===== src/hw/rtl/sfce_pkg.sv =====
// Shared types, constants and the byte-wise CRC-16 update for the scope frame encoder.
`default_nettype none

package sfce_pkg;

    localparam int unsigned SAMPLE_W    = 16;
    localparam int unsigned BYTE_W      = 8;
    localparam int unsigned CRC_W       = 16;
    localparam int unsigned DATA_BYTES  = 8;
    localparam int unsigned FRAME_BYTES = 10;
    localparam int unsigned IDX_W       = $clog2(FRAME_BYTES);

    localparam logic [CRC_W-1:0] CRC_INIT = 16'hFFFF;
    localparam logic [CRC_W-1:0] CRC_POLY = 16'hA001;

    localparam logic [IDX_W-1:0] IDX_FIRST    = IDX_W'(0);
    localparam logic [IDX_W-1:0] IDX_CRC_LOW  = IDX_W'(DATA_BYTES);
    localparam logic [IDX_W-1:0] IDX_CRC_HIGH = IDX_W'(FRAME_BYTES - 1);

    typedef logic [BYTE_W-1:0] byte_t;

    typedef struct packed {
        logic load;
        logic shift;
        logic crc_step;
    } sfce_ctrl_t;

    function automatic logic [CRC_W-1:0] crc16_byte(input logic [CRC_W-1:0] crc_in,
                                                   input byte_t data_in);
        logic [CRC_W-1:0] c;
        c = crc_in ^ {{(CRC_W-BYTE_W){1'b0}}, data_in};
        for (int b = 0; b < BYTE_W; b++)
        begin
            if (c[0])
            begin
                c = (c >> 1) ^ CRC_POLY;
            end
            else
            begin
                c = c >> 1;
            end
        end
        return c;
    endfunction

endpackage

`default_nettype wire


===== src/hw/rtl/scope_frame_crc16_encoder_unit.sv =====
// Top level of the scope frame encoder: input buffer, byte chain, CRC unit and output control.
`default_nettype none

// Each accepted word of four 16-bit samples produces a ten-byte frame on the output: the
// low then high byte of samples a, b, c and d, then the CRC-16/MODBUS of those eight bytes,
// low byte first, with frame_end set on the last byte. Bytes leave at one per cycle while
// the output does not stall. The eight-cell byte chain shifts one byte toward the output
// per delivered byte, and the CRC unit folds in one data byte per cycle, while the output
// does not stall, as it leaves the chain, ready for the two CRC bytes. A one-word input
// buffer takes the next sample word while the current frame is still going out. An accepted
// sample word is first registered in that buffer, then loaded into the chain and the CRC
// unit, and only then is the first byte of its frame offered on the output.
module scope_frame_crc16_encoder_unit
    import sfce_pkg::*;
(
    input  wire logic                       clk,
    input  wire logic                       rst_n,
    input  wire logic                       in_valid,
    output logic                            in_stall,
    input  wire logic signed [SAMPLE_W-1:0] sample_a,
    input  wire logic signed [SAMPLE_W-1:0] sample_b,
    input  wire logic signed [SAMPLE_W-1:0] sample_c,
    input  wire logic signed [SAMPLE_W-1:0] sample_d,
    output logic                            out_valid,
    input  wire logic                       out_stall,
    output logic [BYTE_W-1:0]               frame_byte,
    output logic                            frame_end
);

    logic                hold_valid_reg;
    logic                hold_valid_next;
    logic                busy_reg;
    logic                busy_next;
    logic [IDX_W-1:0]    idx_reg;
    logic [IDX_W-1:0]    idx_next;
    logic [SAMPLE_W-1:0] sample_a_reg;
    logic [SAMPLE_W-1:0] sample_b_reg;
    logic [SAMPLE_W-1:0] sample_c_reg;
    logic [SAMPLE_W-1:0] sample_d_reg;

    logic                in_fire;
    logic                out_fire;
    logic                last_fire;
    sfce_ctrl_t          ctrl;
    byte_t               load_bytes [DATA_BYTES];
    byte_t               chain      [DATA_BYTES+1];
    logic [CRC_W-1:0]    crc;

    assign out_fire  = busy_reg & ~out_stall;
    assign last_fire = out_fire & (idx_reg == IDX_CRC_HIGH);

    assign ctrl.load     = hold_valid_reg & (~busy_reg | last_fire);
    assign ctrl.shift    = out_fire & ~ctrl.load;
    assign ctrl.crc_step = out_fire & (idx_reg < IDX_CRC_LOW);

    assign in_stall = hold_valid_reg & ~ctrl.load;
    assign in_fire  = in_valid & ~in_stall;

    always_comb
    begin
        hold_valid_next = hold_valid_reg;
        if (in_fire)
        begin
            hold_valid_next = 1'b1;
        end
        else if (ctrl.load)
        begin
            hold_valid_next = 1'b0;
        end

        busy_next = busy_reg;
        idx_next  = idx_reg;
        if (ctrl.load)
        begin
            busy_next = 1'b1;
            idx_next  = IDX_FIRST;
        end
        else if (out_fire)
        begin
            idx_next = idx_reg + IDX_W'(1);
            if (last_fire)
            begin
                busy_next = 1'b0;
            end
        end
    end

    always_ff @(posedge clk or negedge rst_n)
    begin
        if (!rst_n)
        begin
            hold_valid_reg <= 1'b0;
            busy_reg       <= 1'b0;
            idx_reg        <= IDX_FIRST;
        end
        else
        begin
            hold_valid_reg <= hold_valid_next;
            busy_reg       <= busy_next;
            idx_reg        <= idx_next;
        end
    end

    always_ff @(posedge clk)
    begin
        if (in_fire)
        begin
            sample_a_reg <= $unsigned(sample_a);
            sample_b_reg <= $unsigned(sample_b);
            sample_c_reg <= $unsigned(sample_c);
            sample_d_reg <= $unsigned(sample_d);
        end
    end

    assign load_bytes[0] = sample_a_reg[BYTE_W-1:0];
    assign load_bytes[1] = sample_a_reg[SAMPLE_W-1:BYTE_W];
    assign load_bytes[2] = sample_b_reg[BYTE_W-1:0];
    assign load_bytes[3] = sample_b_reg[SAMPLE_W-1:BYTE_W];
    assign load_bytes[4] = sample_c_reg[BYTE_W-1:0];
    assign load_bytes[5] = sample_c_reg[SAMPLE_W-1:BYTE_W];
    assign load_bytes[6] = sample_d_reg[BYTE_W-1:0];
    assign load_bytes[7] = sample_d_reg[SAMPLE_W-1:BYTE_W];

    assign chain[DATA_BYTES] = '0;

    for (genvar i = 0; i < DATA_BYTES; i++)
    begin : g_cell
        sfce_cell u_cell
        (
            .clk         (clk),
            .ctrl        (ctrl),
            .load_in     (load_bytes[i]),
            .neighbor_in (chain[i+1]),
            .data_out    (chain[i])
        );
    end

    sfce_crc u_crc
    (
        .clk     (clk),
        .ctrl    (ctrl),
        .data_in (chain[0]),
        .crc     (crc)
    );

    always_comb
    begin
        if (idx_reg < IDX_CRC_LOW)
        begin
            frame_byte = chain[0];
        end
        else if (idx_reg == IDX_CRC_LOW)
        begin
            frame_byte = crc[BYTE_W-1:0];
        end
        else
        begin
            frame_byte = crc[CRC_W-1:BYTE_W];
        end
    end

    assign out_valid = busy_reg;
    assign frame_end = busy_reg & (idx_reg == IDX_CRC_HIGH);

`ifndef SYNTHESIS
    a_load_starts_frame: assert property (@(posedge clk) disable iff (!rst_n)
        ctrl.load |=> (out_valid && idx_reg == IDX_FIRST))
        else $error("A frame did not start at its first byte after a load.");

    a_frame_continues: assert property (@(posedge clk) disable iff (!rst_n)
        (out_fire && idx_reg != IDX_CRC_HIGH) |=> out_valid)
        else $error("A frame stopped before its last byte.");

    a_idle_after_last: assert property (@(posedge clk) disable iff (!rst_n)
        (last_fire && !hold_valid_reg) |=> !out_valid)
        else $error("Output stayed valid after the last byte with nothing buffered.");

    a_idx_in_range: assert property (@(posedge clk) disable iff (!rst_n)
        out_valid |-> (idx_reg <= IDX_CRC_HIGH))
        else $error("Byte index ran past the end of the frame.");

    a_accept_buffers: assert property (@(posedge clk) disable iff (!rst_n)
        in_fire |=> hold_valid_reg)
        else $error("An accepted sample word was not buffered.");
`endif

endmodule

`default_nettype wire


===== src/hw/rtl/sfce_cell.sv =====
// One byte cell of the frame shift chain: loads in parallel, then hands its byte to its neighbor.
`default_nettype none

module sfce_cell
    import sfce_pkg::*;
(
    input  wire logic       clk,
    input  wire sfce_ctrl_t ctrl,
    input  wire byte_t      load_in,
    input  wire byte_t      neighbor_in,
    output byte_t           data_out
);

    byte_t data_reg;
    byte_t data_next;

    always_comb
    begin
        data_next = data_reg;
        if (ctrl.load)
        begin
            data_next = load_in;
        end
        else if (ctrl.shift)
        begin
            data_next = neighbor_in;
        end
    end

    always_ff @(posedge clk)
    begin
        data_reg <= data_next;
    end

    assign data_out = data_reg;

endmodule

`default_nettype wire


===== src/hw/rtl/sfce_crc.sv =====
// CRC-16 accumulator that folds in each data byte as it leaves the head of the chain.
`default_nettype none

module sfce_crc
    import sfce_pkg::*;
(
    input  wire logic             clk,
    input  wire sfce_ctrl_t       ctrl,
    input  wire byte_t            data_in,
    output logic [CRC_W-1:0]      crc
);

    logic [CRC_W-1:0] crc_reg;
    logic [CRC_W-1:0] crc_next;

    always_comb
    begin
        crc_next = crc_reg;
        if (ctrl.load)
        begin
            crc_next = CRC_INIT;
        end
        else if (ctrl.crc_step)
        begin
            crc_next = crc16_byte(crc_reg, data_in);
        end
    end

    always_ff @(posedge clk)
    begin
        crc_reg <= crc_next;
    end

    assign crc = crc_reg;

endmodule

`default_nettype wire

===== config.mk =====
export PLATFORM = sky130hd
export DESIGN_NAME = scope_frame_crc16_encoder_unit
export DESIGN_NICKNAME = d
export VERILOG_FILES = /design/src/hw/rtl/sfce_pkg.sv /design/src/hw/rtl/scope_frame_crc16_encoder_unit.sv /design/src/hw/rtl/sfce_cell.sv /design/src/hw/rtl/sfce_crc.sv
export SDC_FILE = /design/constraint.sdc
export NUM_CORES = 1
export LEC_CHECK = 0
export BUFFER_PORTS_ARGS = -buffer_cell sky130_fd_sc_hd__buf_2
export CORE_MARGIN = 2
export CORE_UTILIZATION = 25
export DETAILED_ROUTE_END_ITERATION = 8
export HOLD_SLACK_MARGIN = 0.06
export PLACE_DENSITY = 0.4
export SYNTH_ARGS = -nofsm -noshare
export SYNTH_HDL_FRONTEND = slang
export SYNTH_SLANG_ARGS = --single-unit

===== constraint.sdc =====
create_clock -name clk -period 8.55 [get_ports clk]
set_input_delay 1.71 -clock clk [delete_from_list [all_inputs] [get_ports clk]]
set_output_delay 1.71 -clock clk [all_outputs]
set_load 0.01 [all_outputs]

# Word level (Yosys, flattened, before mapping)
# Index checks and enable logic that the tools add are counted.
# op_classes
addsub	1
mul	0
div	0
magnitude_cmp	1
eq_ne	2
shift	0
mux	47
n_bitwise	22
reduce_logical	5
# op_table
operator	count
$mux W16	22
$mux W8	18
$not A2 Y3	8
$xor A16 B8 Y16	1
$and A1 B1 Y1	8
$eq A4 B4 Y1 const B	2
$mux W4	2
$reduce_bool A2 Y1	4
$mux W1	5
$add A4 B1 Y4 const B	1
$lt A4 B4 Y1 const B	1
$not A1 Y1	4
$reduce_and A2 Y1	1
$or A1 B1 Y1	1
# word_totals
ff_bits	150
latch_bits	0
ramBits	0
romBits	0
inputBits	68
elab_cells	94
mem_count	0

# Logic depth before layout (Yosys ltp)
# logic_depth
word_depth	32
mapped_depth	9

# Modules after synthesis
# A second synthesis with hierarchy kept.
# hier_totals
hier_cells	363
area_unflattened_um2	6478.7
# by_module_without_submodules
module	n_inst	cells_each	area_per_inst_um2
sfce_cell	8	18	377.9
scope_frame_crc16_encoder_unit	1	127	2466.1
sfce_crc	1	92	989.7

# Worst setup path after synthesis
# Ideal clock, no wire load.
# synth_timing
kind	in2reg
startpoint	input out_stall
endpoint	register sample_a_reg[0] (enable)
setup_ns	0.429
arrival_ns	3.914
t_required_ns	8.121
setup_slack_ns	4.208
stages	5
n_path_buf	1
cell_sequence	o31ai_1 > clkbuf_1 > inv_1 > nand2_1 > and2_1
# synth_via
elab_chain_len	9
# synth_lines
item	line	rtl
start: declaration	scope_frame_crc16_encoder_unit.sv:25	input wire logic out_stall,
$not A1 Y1	scope_frame_crc16_encoder_unit.sv:49	assign out_fire = busy_reg & ~out_stall;
$and A1 B1 Y1	scope_frame_crc16_encoder_unit.sv:49	
$and A1 B1 Y1	scope_frame_crc16_encoder_unit.sv:50	assign last_fire = out_fire & (idx_reg == IDX_CRC_HIGH);
$or A1 B1 Y1	scope_frame_crc16_encoder_unit.sv:52	assign ctrl.load = hold_valid_reg & (~busy_reg | last_fire);
$and A1 B1 Y1	scope_frame_crc16_encoder_unit.sv:52	
$not A1 Y1	scope_frame_crc16_encoder_unit.sv:56	assign in_stall = hold_valid_reg & ~ctrl.load;
$and A1 B1 Y1	scope_frame_crc16_encoder_unit.sv:56	
$not A1 Y1	scope_frame_crc16_encoder_unit.sv:57	assign in_fire = in_valid & ~in_stall;
$and A1 B1 Y1	scope_frame_crc16_encoder_unit.sv:57	
end signal: assignment	scope_frame_crc16_encoder_unit.sv:108	sample_a_reg <= $unsigned(sample_a);
end: declaration	scope_frame_crc16_encoder_unit.sv:36	logic [SAMPLE_W-1:0] sample_a_reg;
# Every way passes these cells.
# A chain may end at the register's enable or synchronous reset.

# Worst setup path after layout
# layout_timing
startpoint	input out_stall
endpoint	output in_stall
# layout_via
elab_chain_len	7
# layout_lines
item	line	rtl
$not A1 Y1	scope_frame_crc16_encoder_unit.sv:49	
$and A1 B1 Y1	scope_frame_crc16_encoder_unit.sv:49	
$and A1 B1 Y1	scope_frame_crc16_encoder_unit.sv:50	
$or A1 B1 Y1	scope_frame_crc16_encoder_unit.sv:52	
$and A1 B1 Y1	scope_frame_crc16_encoder_unit.sv:52	
$not A1 Y1	scope_frame_crc16_encoder_unit.sv:56	
$and A1 B1 Y1	scope_frame_crc16_encoder_unit.sv:56	
end: declaration	scope_frame_crc16_encoder_unit.sv:19	output logic in_stall,
# Every way passes these cells.

==> flow_summary.toml <==
[outcome]
status = "completed"

[logic_synthesis]
synth.cell_area_um2 = 5849
ys_seq_area_frac = 0.7375
avgSynthCellArea_um2 = 12.63
postSynthCellCount = 463
postSynthRegisterBits = 150
post_synth_num_cell_types = 26
synth_area_leaders = "sky130_fd_sc_hd__edfxtp_1, sky130_fd_sc_hd__nand2_1, sky130_fd_sc_hd__dfxtp_1, sky130_fd_sc_hd__dfrtp_1, sky130_fd_sc_hd__xnor2_1"
yosysTopAreaCell = "sky130_fd_sc_hd__edfxtp_1"
synth.yosys.warnings = 0
yosysTopAreaCellShare = 0.6571
postSynthNetCount = 534

[placement]
post-place-cells = 835
gpl.final_weighted_congestion = 0.7278
placement.io_buffers = 78
dpl.hpwl_um = 7344
placement.cell_area_um2 = 6585

[global_route]
grt_first_pass_wirelength_um = 18720
largest_net_degree_at_the_start_of_global_routing = 65
global_route.overflow_total = 0
grt.total_usage = 0.1010
grt_pass1_vias = 3575
antenna_found_initial = 0

[drt]
detail_route.wl_per_cell_um = 13.37
topRoutingLayerUsed = "met4"
wl_met1_um = 5311
route.detailed.vias_per_inst = 3.933
drc_errors = 0
postRouteWirelength_um = 11590
met3WireLength_um = 519
postRouteAntennaNets = 0
detailroute.via_count = 3410
count_of_routing_violations_after_the_opening_detailed_route_iteration = 210
dr_wl_met2_um = 5631
drt_pass1_iterations = 4

[sta]
fmax_mhz = 232.1
grt_setup_unrepaired = "no"
worst_slew_pin_slew_ns = 0.8996
clock_skew_ns = 0.005279
finalWorstPathRequiredPeriod_ns = 4.309
totalNegativeSetupSlack_ns = 0
holdWs_ns = 0.4868
max_slew_violation_total_from_the_final_report = 0
slew_limit_headroom = 0.4002
report.final.hold_viol_count = 0
finalSetupViolations = 0
final.period_utilization = 0.5040

[clocking]
cts_buffer_depth = 2
tritoncts_num_sinks = 150
tritoncts = "done"
clock-root-buffer = "sky130_fd_sc_hd__clkbuf_16"
clkSlewWorstSetupHoldPaths_ns = 0.06
clock_network_latency_to_the_later_pin_of_the_worst_skew_pair_ns = 0.41
cts_setup_buffers = 0
cts.hold.buffers_added = 0
cts.htree.levels = 4
cts-resized-gates = 0
tritoncts.num_buffers = 17

[run]
cap_violations = 0

[critical_path]
path_class = "input port to output port"
crit_path_cell_trace = "buf_2 -> o31ai_1 -> buf_4 -> inv_1 -> nand2_1 -> inv_1 -> buf_2"
worst_setup_path_end_kind = "output port"
cp_data_arrival_time_ns = 2.60
critical_path.startpoint_type = "input port"
crit_path_max_fanout = 12
critical_path.max_stage_delay_ns = 0.23
critPathRequiredTime_ns = 6.84
crit_slowest_cell = "sky130_fd_sc_hd__o31ai_1"

[final_layout]
flow.area_growth_from_synthesis_pct = 22.63
layout-drive-gt1-share = 0.2094
fin_cells = 867
final_design_area_no_fill_um2 = 7173
largest_register_ffs = 64
antenna-diode-count = 0
final_nets = 612

[power_and_ir_drop]
leakagePower_nw = 2.902
switching_share = 0.2807
powerDensity_nw_per_um2 = 332.2
clock_network_power_share = 0.313
seq_power_share = 0.438
report.power.total_w = 0.002383
pwr-share-comb = 0.248
p_int_w = 0.001714
max-vdd-ir-drop_mv = 0.1423
switching_power_w = 0.0006688

[floorplanning]
floorplan_die_height_um = 157.0
die_w_um = 157.0
i_o_pin_count = 79
row_count = 55
die_area_um2 = 24640
floorplan.initialDensity = 0.2568
floorplan.core_area_um2 = 22780

[min_path]
hp-class = "flip-flop to flip-flop"
critical path, delay by kind of cell:
| kind | cells | cell delay [ns] |
|---|---|---|
| AOI/OAI and AO/OA | 1 | 0.23 |
| buffers and inverters | 5 | 0.57 |
| and+or+nand+nor | 1 | 0.09 |
layout make-up:
cell class | instances | area [um2]
fill | 2304 | 15610
sequential | 150 | 4314
multi-input combinational | 287 | 1451
clock buffer | 19 | 432.9
timing repair buffer | 81 | 412.9
tap | 313 | 391.6
clock inverter | 13 | 155.1
inverter | 4 | 15.01
synth_stat cells:
master and n:
sky130_fd_sc_hd__nor2b_1 1, sky130_fd_sc_hd__dfrtp_1 6, sky130_fd_sc_hd__ha_1 3, sky130_fd_sc_hd__a21oi_1 11, sky130_fd_sc_hd__nor3b_1 1, sky130_fd_sc_hd__o211ai_1 9
sky130_fd_sc_hd__nand2b_1 5, sky130_fd_sc_hd__nor2_1 14, sky130_fd_sc_hd__o21ai_1 1, sky130_fd_sc_hd__nor3_1 1, sky130_fd_sc_hd__mux2i_1 8, sky130_fd_sc_hd__nand3_1 5
sky130_fd_sc_hd__nand2_1 192, sky130_fd_sc_hd__xor2_1 4, sky130_fd_sc_hd__dfxtp_1 16, sky130_fd_sc_hd__xnor3_2 1, sky130_fd_sc_hd__clkbuf_1 22, sky130_fd_sc_hd__inv_1 4
sky130_fd_sc_hd__and3_1 8, sky130_fd_sc_hd__xnor2_2 2, sky130_fd_sc_hd__edfxtp_1 128, sky130_fd_sc_hd__and2_1 2, sky130_fd_sc_hd__nand4_1 1, sky130_fd_sc_hd__o31ai_1 1
sky130_fd_sc_hd__xnor3_1 2, sky130_fd_sc_hd__xnor2_1 15
worst paths after layout:
path	startpoint	end	slack, ns	depth (start not counted)
hold reg to reg	u_crc.crc[12]	u_crc.crc[4]	0.49	2
setup / recovery	out_stall	in_stall	4.24	7
setup reg to reg	idx_reg[3]	g_cell[5].u_cell.data_out[7]	5.43	5
hold / removal	u_crc.crc[12]	u_crc.crc[4]	0.49	2
min in group asynchronous	rst_n	idx_reg[1]	1.12	1
max in group asynchronous	rst_n	out_valid	7.29	1
logic make-up after synthesis:
family | synth area share
adders and majority gates | 0.006418
muxes | 0.01369
and+or+nand+nor | 0.1568
DFF | 0.7375
xor gates and xnor gates | 0.04577
buffers and inverters | 0.01668
AOI/OAI and AO/OA | 0.02310
power groups by stage:
stage | combinational (W) | sequential [W] | clock, W
floorplan | 0.000486 | 0.00103 | 0
global placement | 0.000599 | 0.00106 | 0
detailed placement | 0.000603 | 0.00106 | 0
CTS | 0.000606 | 0.00105 | 0.000773
global route | 0.000666 | 0.00106 | 0.000806
finish | 0.000592 | 0.00104 | 0.000746
metal layers:
| layer | vias to the layer above | track usage |
|---|---|---|
| met1 | 1583 | 0.1242 |
| met5 | - | 0 |
| met3 | 10 | 0.03331 |
| met4 | 0 | 0.03408 |
| met2 | 85 | 0.1671 |
| li1 | 1732 | - |
stage by stage:
stage / worst slack [ns] / util
4_1_cts: 4.215 / 0.3149
2_1_floorplan: 4.208 / -
3_3_place_gp: 4.218 / 0.2891
5_1_grt: 4.146 / 0.3149
3_5_place_dp: 4.236 / 0.2891
6_report: 4.241 / 0.3149
cell usage in the layout (no fill, tap or decap), drive strengths merged, types with 5 or more instances in the layout:
| cell | netlist | routed |
|---|---|---|
| a21oi | 11 | 11 |
| and3 | 8 | 8 |
| buf | 0 | 81 |
| clkbuf | 22 | 19 |
| dfrtp | 6 | 6 |
| dfxtp | 16 | 16 |
| edfxtp | 128 | 128 |
| inv | 4 | 6 |
| mux2i | 8 | 8 |
| nand2 | 192 | 192 |
| nand2b | 5 | 5 |
| nand3 | 5 | 5 |
| nor2 | 14 | 14 |
| o211ai | 9 | 9 |
| xnor2 | 17 | 17 |
Power figures use the tool's default switching activity.
